===== config.mk =====
export PLATFORM = sky130hd
export DESIGN_NAME = onewire_bus_master
export DESIGN_NICKNAME = d
export VERILOG_FILES = /design/src/hdl/owb_pkg.sv /design/src/hdl/owb_regs.sv /design/src/hdl/owb_seq.sv /design/src/hdl/onewire_bus_master.sv
export SDC_FILE = /design/constraint.sdc
export NUM_CORES = 1
export LEC_CHECK = 0
export ABC_CLOCK_PERIOD_IN_PS = 12780
export CAP_MARGIN = 20
export CORE_UTILIZATION = 69
export DETAILED_ROUTE_END_ITERATION = 7
export DONT_BUFFER_PORTS = 1
export GPL_ROUTABILITY_DRIVEN = 0
export GPL_TIMING_DRIVEN = 0
export PLACE_DENSITY = 0.93
export SLEW_MARGIN = 20
export SYNTH_ARGS = -nofsm -noshare
export SYNTH_HDL_FRONTEND = slang
export SYNTH_SLANG_ARGS = --single-unit

===== constraint.sdc =====
create_clock -name clk -period 12.78 [get_ports clk]
set_clock_uncertainty 0.1 [all_clocks]
set_input_delay 2.556 -clock clk [delete_from_list [all_inputs] [get_ports clk]]
set_output_delay 2.556 -clock clk [all_outputs]
set_load 0.05 [all_outputs]

===== src/hdl/owb_pkg.sv =====
// owb_pkg: shared types, command codes, register indexes and reset values
// for the 1-Wire bus master. No dependencies.
package owb_pkg;

    localparam int COUNT_WIDTH_DEF = 10;
    localparam int BITS_PER_BYTE   = 8;
    localparam int BIT_IDX_W       = $clog2(BITS_PER_BYTE);

    // timing registers
    localparam int REG_W     = 10;
    localparam int NUM_REGS  = 8;
    localparam int REG_IDX_W = $clog2(NUM_REGS);
    localparam int APB_AW    = REG_IDX_W + 2;
    localparam int APB_DW    = 32;

    localparam logic [REG_IDX_W-1:0] REG_RESET_LOW     = 3'd0;
    localparam logic [REG_IDX_W-1:0] REG_PRESENCE_WAIT = 3'd1;
    localparam logic [REG_IDX_W-1:0] REG_RESET_RECOVER = 3'd2;
    localparam logic [REG_IDX_W-1:0] REG_WRITE_LOW     = 3'd3;
    localparam logic [REG_IDX_W-1:0] REG_WRITE_HOLD    = 3'd4;
    localparam logic [REG_IDX_W-1:0] REG_READ_LOW      = 3'd5;
    localparam logic [REG_IDX_W-1:0] REG_READ_SAMPLE   = 3'd6;
    localparam logic [REG_IDX_W-1:0] REG_READ_TAIL     = 3'd7;

    localparam logic [REG_W-1:0] RST_RESET_LOW     = 10'd500;
    localparam logic [REG_W-1:0] RST_PRESENCE_WAIT = 10'd70;
    localparam logic [REG_W-1:0] RST_RESET_RECOVER = 10'd500;
    localparam logic [REG_W-1:0] RST_WRITE_LOW     = 10'd10;
    localparam logic [REG_W-1:0] RST_WRITE_HOLD    = 10'd50;
    localparam logic [REG_W-1:0] RST_READ_LOW      = 10'd4;
    localparam logic [REG_W-1:0] RST_READ_SAMPLE   = 10'd6;
    localparam logic [REG_W-1:0] RST_READ_TAIL     = 10'd50;

    typedef logic [NUM_REGS-1:0][REG_W-1:0] cfg_regs_t;

    // command codes
    localparam int OP_W = 2;
    localparam logic [OP_W-1:0] OP_NONE  = 2'd0;
    localparam logic [OP_W-1:0] OP_RESET = 2'd1;
    localparam logic [OP_W-1:0] OP_WRITE = 2'd2;
    localparam logic [OP_W-1:0] OP_READ  = 2'd3;

    // stream widths
    localparam int IN_TDATA_W  = 16;
    localparam int OUT_TDATA_W = 16;

    typedef struct packed {
        logic                     drive_low;
        logic                     busy_res;
        logic                     done_res;
        logic                     presence;
        logic [BITS_PER_BYTE-1:0] read_data;
        logic                     rejected;
    } result_t;

endpackage


===== src/hdl/owb_regs.sv =====
// owb_regs: APB register bank holding the eight slot timing registers.
// Depends on owb_pkg.
module owb_regs #(
    parameter int COUNT_WIDTH = owb_pkg::COUNT_WIDTH_DEF
) (
    input  logic                       clk,
    input  logic                       rst_n,
    input  logic                       psel,
    input  logic                       penable,
    input  logic                       pwrite,
    input  logic [owb_pkg::APB_AW-1:0] paddr,
    input  logic [owb_pkg::APB_DW-1:0] pwdata,
    output logic [owb_pkg::APB_DW-1:0] prdata,
    output logic                       pready,
    output owb_pkg::cfg_regs_t         cfg
);
    import owb_pkg::*;

    // written values are clipped to the counter width
    localparam logic [REG_W-1:0] WR_MASK =
        (COUNT_WIDTH >= REG_W) ? {REG_W{1'b1}} : REG_W'((1 << COUNT_WIDTH) - 1);

    cfg_regs_t             regs_reg;
    logic [REG_IDX_W-1:0]  idx;
    logic                  wr_en;

    assign idx    = paddr[APB_AW-1:2];
    assign wr_en  = psel && penable && pwrite;
    assign pready = 1'b1;
    assign prdata = APB_DW'(regs_reg[idx]);
    assign cfg    = regs_reg;

    always_ff @(posedge clk or negedge rst_n)
    begin
        if (!rst_n)
        begin
            regs_reg[REG_RESET_LOW]     <= RST_RESET_LOW;
            regs_reg[REG_PRESENCE_WAIT] <= RST_PRESENCE_WAIT;
            regs_reg[REG_RESET_RECOVER] <= RST_RESET_RECOVER;
            regs_reg[REG_WRITE_LOW]     <= RST_WRITE_LOW;
            regs_reg[REG_WRITE_HOLD]    <= RST_WRITE_HOLD;
            regs_reg[REG_READ_LOW]      <= RST_READ_LOW;
            regs_reg[REG_READ_SAMPLE]   <= RST_READ_SAMPLE;
            regs_reg[REG_READ_TAIL]     <= RST_READ_TAIL;
        end
        else if (wr_en && pready)
        begin
            regs_reg[idx] <= pwdata[REG_W-1:0] & WR_MASK;
        end
    end

endmodule


===== src/hdl/owb_seq.sv =====
// owb_seq: 1-Wire slot sequencer. One tick per accepted beat; updates the
// phase state and produces that tick's result. Depends on owb_pkg.
module owb_seq #(
    parameter int COUNT_WIDTH = owb_pkg::COUNT_WIDTH_DEF
) (
    input  logic                              clk,
    input  logic                              rst_n,
    input  logic                              accept,
    input  logic [owb_pkg::OP_W-1:0]          op,
    input  logic [owb_pkg::BITS_PER_BYTE-1:0] data_byte,
    input  logic                              line_level,
    input  owb_pkg::cfg_regs_t                cfg,
    output owb_pkg::result_t                  res
);
    import owb_pkg::*;

    localparam int CMP_W = (COUNT_WIDTH > REG_W) ? COUNT_WIDTH : REG_W;

    typedef enum logic [3:0] {
        PH_IDLE        = 4'd0,
        PH_RST_LOW     = 4'd1,
        PH_RST_WAIT    = 4'd2,
        PH_RST_RECOVER = 4'd3,
        PH_WR_LOW      = 4'd4,
        PH_WR_HOLD     = 4'd5,
        PH_RD_LOW      = 4'd6,
        PH_RD_WAIT     = 4'd7,
        PH_RD_TAIL     = 4'd8
    } phase_t;

    phase_t                   phase_reg,    phase_next;
    logic [COUNT_WIDTH-1:0]   tick_reg,     tick_next;
    logic [BIT_IDX_W-1:0]     bit_idx_reg,  bit_idx_next;
    logic [BITS_PER_BYTE-1:0] shift_reg,    shift_next;
    logic [OP_W-1:0]          kind_reg,     kind_next;
    logic                     pres_reg,     pres_next;

    logic [COUNT_WIDTH-1:0]   tick_inc;
    logic [REG_W-1:0]         len;
    logic                     last_bit;
    logic                     phase_end;

    always_comb
    begin
        phase_next   = phase_reg;
        tick_next    = tick_reg;
        bit_idx_next = bit_idx_reg;
        shift_next   = shift_reg;
        kind_next    = kind_reg;
        pres_next    = pres_reg;
        res          = '0;
        len          = REG_W'(1);
        tick_inc     = '0;
        last_bit     = 1'b0;
        phase_end    = 1'b0;

        // command start on an idle tick; that tick is already the first of the phase
        if (phase_reg == PH_IDLE)
        begin
            if (op != OP_NONE)
            begin
                kind_next    = op;
                tick_next    = '0;
                bit_idx_next = '0;
                shift_next   = (op == OP_WRITE) ? data_byte : '0;
                case (op)
                    OP_RESET: phase_next = PH_RST_LOW;
                    OP_WRITE: phase_next = PH_WR_LOW;
                    default:  phase_next = PH_RD_LOW;
                endcase
            end
        end
        else if (op != OP_NONE)
        begin
            res.rejected = 1'b1;
        end

        if (phase_next != PH_IDLE)
        begin
            last_bit = (bit_idx_next == BIT_IDX_W'(BITS_PER_BYTE - 1));

            case (phase_next)
                PH_RST_LOW, PH_WR_LOW, PH_RD_LOW: res.drive_low = 1'b1;
                PH_WR_HOLD: res.drive_low = ~shift_next[bit_idx_next];
                default:    res.drive_low = 1'b0;
            endcase

            case (phase_next)
                PH_RST_LOW:     len = cfg[REG_RESET_LOW];
                PH_RST_WAIT:    len = cfg[REG_PRESENCE_WAIT];
                PH_RST_RECOVER: len = cfg[REG_RESET_RECOVER];
                PH_WR_LOW:      len = cfg[REG_WRITE_LOW];
                PH_WR_HOLD:     len = cfg[REG_WRITE_HOLD];
                PH_RD_LOW:      len = cfg[REG_READ_LOW];
                PH_RD_WAIT:     len = cfg[REG_READ_SAMPLE];
                PH_RD_TAIL:     len = cfg[REG_READ_TAIL];
                default:        len = REG_W'(1);
            endcase

            // a zero length or a counter wrap ends the phase too
            tick_inc  = tick_next + COUNT_WIDTH'(1);
            phase_end = (CMP_W'(tick_inc) >= CMP_W'(len)) || (tick_inc == '0);

            if (phase_end)
            begin
                tick_next = '0;
                case (phase_next)
                    PH_RST_LOW:  phase_next = PH_RST_WAIT;
                    PH_RST_WAIT:
                    begin
                        pres_next  = ~line_level;
                        phase_next = PH_RST_RECOVER;
                    end
                    PH_RST_RECOVER:
                    begin
                        phase_next   = PH_IDLE;
                        res.done_res = 1'b1;
                    end
                    PH_WR_LOW:   phase_next = PH_WR_HOLD;
                    PH_WR_HOLD:
                    begin
                        if (last_bit)
                        begin
                            phase_next   = PH_IDLE;
                            res.done_res = 1'b1;
                        end
                        else
                        begin
                            bit_idx_next = bit_idx_next + BIT_IDX_W'(1);
                            phase_next   = PH_WR_LOW;
                        end
                    end
                    PH_RD_LOW:   phase_next = PH_RD_WAIT;
                    PH_RD_WAIT:
                    begin
                        shift_next[bit_idx_next] = shift_next[bit_idx_next] | line_level;
                        phase_next = PH_RD_TAIL;
                    end
                    PH_RD_TAIL:
                    begin
                        if (last_bit)
                        begin
                            phase_next   = PH_IDLE;
                            res.done_res = 1'b1;
                        end
                        else
                        begin
                            bit_idx_next = bit_idx_next + BIT_IDX_W'(1);
                            phase_next   = PH_RD_LOW;
                        end
                    end
                    default:     phase_next = PH_IDLE;
                endcase
            end
            else
            begin
                tick_next = tick_inc;
            end

            if (res.done_res)
            begin
                res.presence  = (kind_next == OP_RESET) && pres_next;
                res.read_data = (kind_next == OP_READ) ? shift_next : '0;
            end
        end

        res.busy_res = (phase_next != PH_IDLE);
    end

    always_ff @(posedge clk or negedge rst_n)
    begin
        if (!rst_n)
        begin
            phase_reg   <= PH_IDLE;
            tick_reg    <= '0;
            bit_idx_reg <= '0;
            shift_reg   <= '0;
            kind_reg    <= OP_NONE;
            pres_reg    <= 1'b0;
        end
        else if (accept)
        begin
            phase_reg   <= phase_next;
            tick_reg    <= tick_next;
            bit_idx_reg <= bit_idx_next;
            shift_reg   <= shift_next;
            kind_reg    <= kind_next;
            pres_reg    <= pres_next;
        end
    end

    a_done_to_idle: assert property (@(posedge clk) disable iff (!rst_n)
        accept && res.done_res |=> phase_reg == PH_IDLE)
        else $error("done tick did not return the sequencer to idle");

    a_reject_only_busy: assert property (@(posedge clk) disable iff (!rst_n)
        accept && res.rejected |-> phase_reg != PH_IDLE)
        else $error("command rejected while idle");

    a_idle_count_clear: assert property (@(posedge clk) disable iff (!rst_n)
        phase_reg == PH_IDLE |-> tick_reg == '0)
        else $error("tick counter not cleared in idle");

    a_busy_tracks_phase: assert property (@(posedge clk) disable iff (!rst_n)
        accept |=> (phase_reg != PH_IDLE) == $past(res.busy_res))
        else $error("busy flag disagrees with stored phase");

endmodule


===== src/hdl/onewire_bus_master.sv =====
// onewire_bus_master: top level of the 1-Wire bus master; stream in, stream
// out, APB timing registers. Depends on owb_pkg, owb_regs, owb_seq.
//
// Channel   Dir  Beat contents
// s_axis    in   one timebase tick: tuser = op, tdata = data_byte, line_level
// m_axis    out  one result per tick: drive_low, busy, done, presence, data, rejected
// apb       in   eight 10-bit timing registers at byte addresses 0x00..0x1C
//
// Cycles: one beat per clock while the output is not stalled; a tick is worked
// out in the cycle it is accepted and its result sits in the output register
// on the next cycle. The phase/counter update is a compare against the selected
// timing register plus a counter wrap check. Reset (rst_n, asynchronous) puts
// the sequencer in idle and loads the default timings. A stalled output register
// holds its beat; the input is taken whenever that register is empty or being drained.
module onewire_bus_master #(
    parameter int COUNT_WIDTH = owb_pkg::COUNT_WIDTH_DEF
) (
    input  logic                            clk,
    input  logic                            rst_n,
    // input tick stream
    input  logic                            s_axis_tvalid,
    output logic                            s_axis_tready,
    // [7:0] data_byte, [8] line_level, [15:9] zero
    input  logic [owb_pkg::IN_TDATA_W-1:0]  s_axis_tdata,
    // [1:0] op
    input  logic [owb_pkg::OP_W-1:0]        s_axis_tuser,
    // result stream
    output logic                            m_axis_tvalid,
    input  logic                            m_axis_tready,
    // [0] drive_low, [1] busy_res, [2] done_res, [3] presence,
    // [11:4] read_data, [12] rejected, [15:13] zero
    output logic [owb_pkg::OUT_TDATA_W-1:0] m_axis_tdata,
    // configuration
    input  logic                            psel,
    input  logic                            penable,
    input  logic                            pwrite,
    input  logic [owb_pkg::APB_AW-1:0]      paddr,
    input  logic [owb_pkg::APB_DW-1:0]      pwdata,
    output logic [owb_pkg::APB_DW-1:0]      prdata,
    output logic                            pready
);
    import owb_pkg::*;

    cfg_regs_t              cfg;
    result_t                res;
    logic                   accept;
    logic                   out_valid_reg;
    logic [OUT_TDATA_W-1:0] out_data_reg;
    logic [OUT_TDATA_W-1:0] out_data_next;

    // output register empty, or being emptied this cycle
    assign s_axis_tready = !out_valid_reg || m_axis_tready;
    assign accept        = s_axis_tvalid && s_axis_tready;

    owb_regs #(
        .COUNT_WIDTH (COUNT_WIDTH)
    ) u_regs (
        .clk     (clk),
        .rst_n   (rst_n),
        .psel    (psel),
        .penable (penable),
        .pwrite  (pwrite),
        .paddr   (paddr),
        .pwdata  (pwdata),
        .prdata  (prdata),
        .pready  (pready),
        .cfg     (cfg)
    );

    owb_seq #(
        .COUNT_WIDTH (COUNT_WIDTH)
    ) u_seq (
        .clk        (clk),
        .rst_n      (rst_n),
        .accept     (accept),
        .op         (s_axis_tuser),
        .data_byte  (s_axis_tdata[BITS_PER_BYTE-1:0]),
        .line_level (s_axis_tdata[BITS_PER_BYTE]),
        .cfg        (cfg),
        .res        (res)
    );

    // pack the result, lowest field first
    assign out_data_next = OUT_TDATA_W'({res.rejected, res.read_data, res.presence,
                                         res.done_res, res.busy_res, res.drive_low});

    always_ff @(posedge clk or negedge rst_n)
    begin
        if (!rst_n)
        begin
            out_valid_reg <= 1'b0;
        end
        else if (accept)
        begin
            out_valid_reg <= 1'b1;
        end
        else if (m_axis_tready)
        begin
            out_valid_reg <= 1'b0;
        end
    end

    always_ff @(posedge clk)
    begin
        if (accept)
        begin
            out_data_reg <= out_data_next;
        end
    end

    assign m_axis_tvalid = out_valid_reg;
    assign m_axis_tdata  = out_data_reg;

endmodule


==> metrics.txt <==
Core Area 0.0103 mm²; CP Capture Point m_axis_tdata[9]; die area 0.0111 mm²; Reg-to-Reg End m_axis_tdata[9]; Worst-Margin Slew 1.11 ns; Rel. slew slack 0.258; EDFF count, synth 13; switching portion of total power 0.431; CP arrival 8.26 ns; met2 wire len 9860 µm; share of cells above drive strength 1 0.310; hold-fix buffers at CTS 0; worst-case clock buffer depth 2; combinational share of power 0.434; CP Data Required Time 12.95 ns; port buffer count 0; Clock power frac 0.248; post-DR vias/cell 7.24; via count 6272; CTS tree done; detailed placement HPWL 13100 µm; CP max stage delay 1.05 ns; most common cell after layout, fill and taps aside mux2_2; most frequent cells in the layout mux2_2, dfrtp_1, nand2_1; crit path from s_axis_tuser[1]; Setup TNS 0 ns; Max Freq 124 MHz; Mapped Area 0.00734 mm²; unrepaired setup endpoints after global routing false; pin count of the biggest net entering global routing 110; Int Power 1.05 mW; fraction of registers with async set/reset 0.893; GRT Util Overall 0.394; period utilization 0.633; DRC marker count from the first detailed-route iteration 808; post-synthesis sequential area ratio 0.429; Syn Inst Count 673; final max-slew violation count 0; initial antenna violation count 0; CTS resizes 0; VDD IR-drop max 0.127 mV; nets 796; final WL 20800 µm; cells along the critical path inv_1, ha_1, or3_1, clkbuf_1, o21ai_0, a2111oi_1, clkbuf_1, a211oi_1, ha_1, a2111oi_0, o21a_1, o31ai_1, a32oi_1, buf_2, nor3_1, o21ai_1, nor2_1; Main synth FF type dfrtp_1; drt drc 0; post-CTS setup buffer count 0; cts bufs inserted 17; Die Span Y 105 µm; Root Driver clkbuf_8; Initial Utilization 0.711; R2R Path Start u_seq.phase_reg[2]; Crit Path Category primary input to flip-flop; final setup violation count 0; crit end category flip-flop; pwr dens 226 mW/mm²; worst reg2reg path depth 15; row cnt 37; gr ovfl total 0; Hold Crit Class flip-flop to flip-flop; vias in the first global route 6186; wire per inst 24.0 µm; Die Wd 105 µm; reg2reg setup slack 6.54 ns; Place WS 4.47 ns; first-pass GRT wire length 32600 µm; synth unique cells 70; Final WS setup 4.69 ns; yosys warns 0; clock sink count 122; crit start category primary input; Top Metal Used met4; Clk Latency, worst-skew pair 0.55 ns; net switching power 0.800 mW; number of flip-flops in the largest register 80; MaxCap Viol Count 0; met1 wire length 7310 µm; DR pass1 iterations 7; mean post-synth cell area 10.9 µm²; fin crit period 8.09 ns; Static Leak 3.39 nW; Reg clk slew, reported paths 0.06 ns; Reg power frac 0.318; met3 WL 2330 µm; ant diodes 0; antenna viol nets, final 0; H-Tree Depth 4; CP max-delay cell a2111oi_1; Ports 113; Max FO, Critical Path 10; Area Overhead vs Synth 11.6%; Final Hold Vio Count 0; #FFs+latches synth 122; outcome completed
==> cell usage after synthesis, types with 4 or more instances <==
master     n  area (µm²)
a211oi_1  11        82.6
a21oi_1   25         125
a222oi_1  10         100
a22o_1     6        52.6
a31oi_1    4        25.0
a32o_1     4        40.0
and2_1     7        43.8
and3_1     5        31.3
buf_2      6        30.0
buf_4     26         195
clkbuf_1  25        93.8
dfrtp_1   83        2080
dfstp_2   26         683
edfxtp_1  13         390
ha_1      17         213
inv_1      8        30.0
mux2_2    96        1080
mux2i_1   19         190
mux4_2    17         383
nand2_1   60         225
nand2b_1   6        37.5
nand3_1   13        65.1
nand4_1   12        75.1
nor2_1    42         158
nor3_1     9        45.0
nor3b_1    4        30.0
nor4_1     4        25.0
o211ai_1   6        45.0
o21ai_0   33         165
o31ai_1    7        52.6
or2_2      6        37.5
or3_1      5        31.3
xnor2_1    7        61.3
==> critical path: cells and delay by family <==
| family | cells | cell delay (ns) |
|---|---|---|
| and+or+nand+nor | 3 | 0.42 |
| AOI/OAI and AO/OA | 8 | 3.08 |
| buffers and inverters | 4 | 1.48 |
| adders and majority gates | 2 | 0.71 |
==> worst min-delay path by stage <==
stage                               endpoint  cells past startpoint  slack, ns               start
after floorplan           u_seq.shift_reg[0]                      2       0.34  u_seq.shift_reg[0]
final                     u_seq.shift_reg[0]                      2       0.40  u_seq.shift_reg[0]
after global routing      u_seq.shift_reg[0]                      2       0.43  u_seq.shift_reg[0]
after CTS                 u_seq.shift_reg[0]                      2       0.39  u_seq.shift_reg[0]
after global placement    u_seq.shift_reg[0]                      2       0.36  u_seq.shift_reg[0]
after detailed placement  u_seq.shift_reg[0]                      2       0.38  u_seq.shift_reg[0]
==> per-stage QoR <==
stage | area (µm²) | total power [mW] | hold WS (ns) | utilization | instances
floorplan | 7430 | 1.14 | 0.344 | - | 697
CTS | 8180 | 1.82 | 0.393 | 0.793 | 866
global route | 8200 | 1.93 | 0.433 | 0.794 | 866
finish | 8200 | 1.86 | 0.395 | 0.794 | 866
detailed placement | 7620 | 1.35 | 0.377 | 0.738 | 834
global placement | 7600 | 1.31 | 0.362 | 0.737 | 833
==> layout make-up <==
| class | instances | area (µm²) |
|---|---|---|
| multi-input combinational | 506 | 3930 |
| tap | 136 | 170 |
| clock inverter | 13 | 118 |
| clock buffer | 19 | 442 |
| inverter | 8 | 30.0 |
| sequential | 122 | 3150 |
| buffer | 61 | 343 |
| fill | 577 | 2130 |
| timing repair buffer | 1 | 11.3 |
==> power groups by stage <==
stage	Sequential, mW	Clock [mW]	Combinational, mW
finish	0.590	0.460	0.806
global placement	0.578	0	0.727
detailed placement	0.588	0	0.759
floorplan	0.564	0	0.580
global route	0.598	0.471	0.859
CTS	0.585	0.458	0.776
==> metal layers <==
metal | GRT usage | up-vias
met5 | 0 | -
met2 | 0.648 | 517
li1 | - | 2587
met4 | 0.239 | 0
met3 | 0.0986 | 170
met1 | 0.468 | 2998
==> cells by family (layout without fill, tap and decap cells) <==
| kind of cell | after synthesis | count (layout) | share of synthesized area |
|---|---|---|---|
| mux | 132 | 132 | 0.225 |
| simple gates | 188 | 188 | 0.130 |
| xor+xnor | 8 | 8 | 0.00954 |
| compound gates | 135 | 135 | 0.126 |
| fa+ha+maj | 17 | 17 | 0.0290 |
| other cells | 2 | 26 | 0.00102 |
| buf+inv | 69 | 102 | 0.0506 |
| flops | 122 | 122 | 0.429 |
No activity file was read; power rests on OpenSTA's default activity.
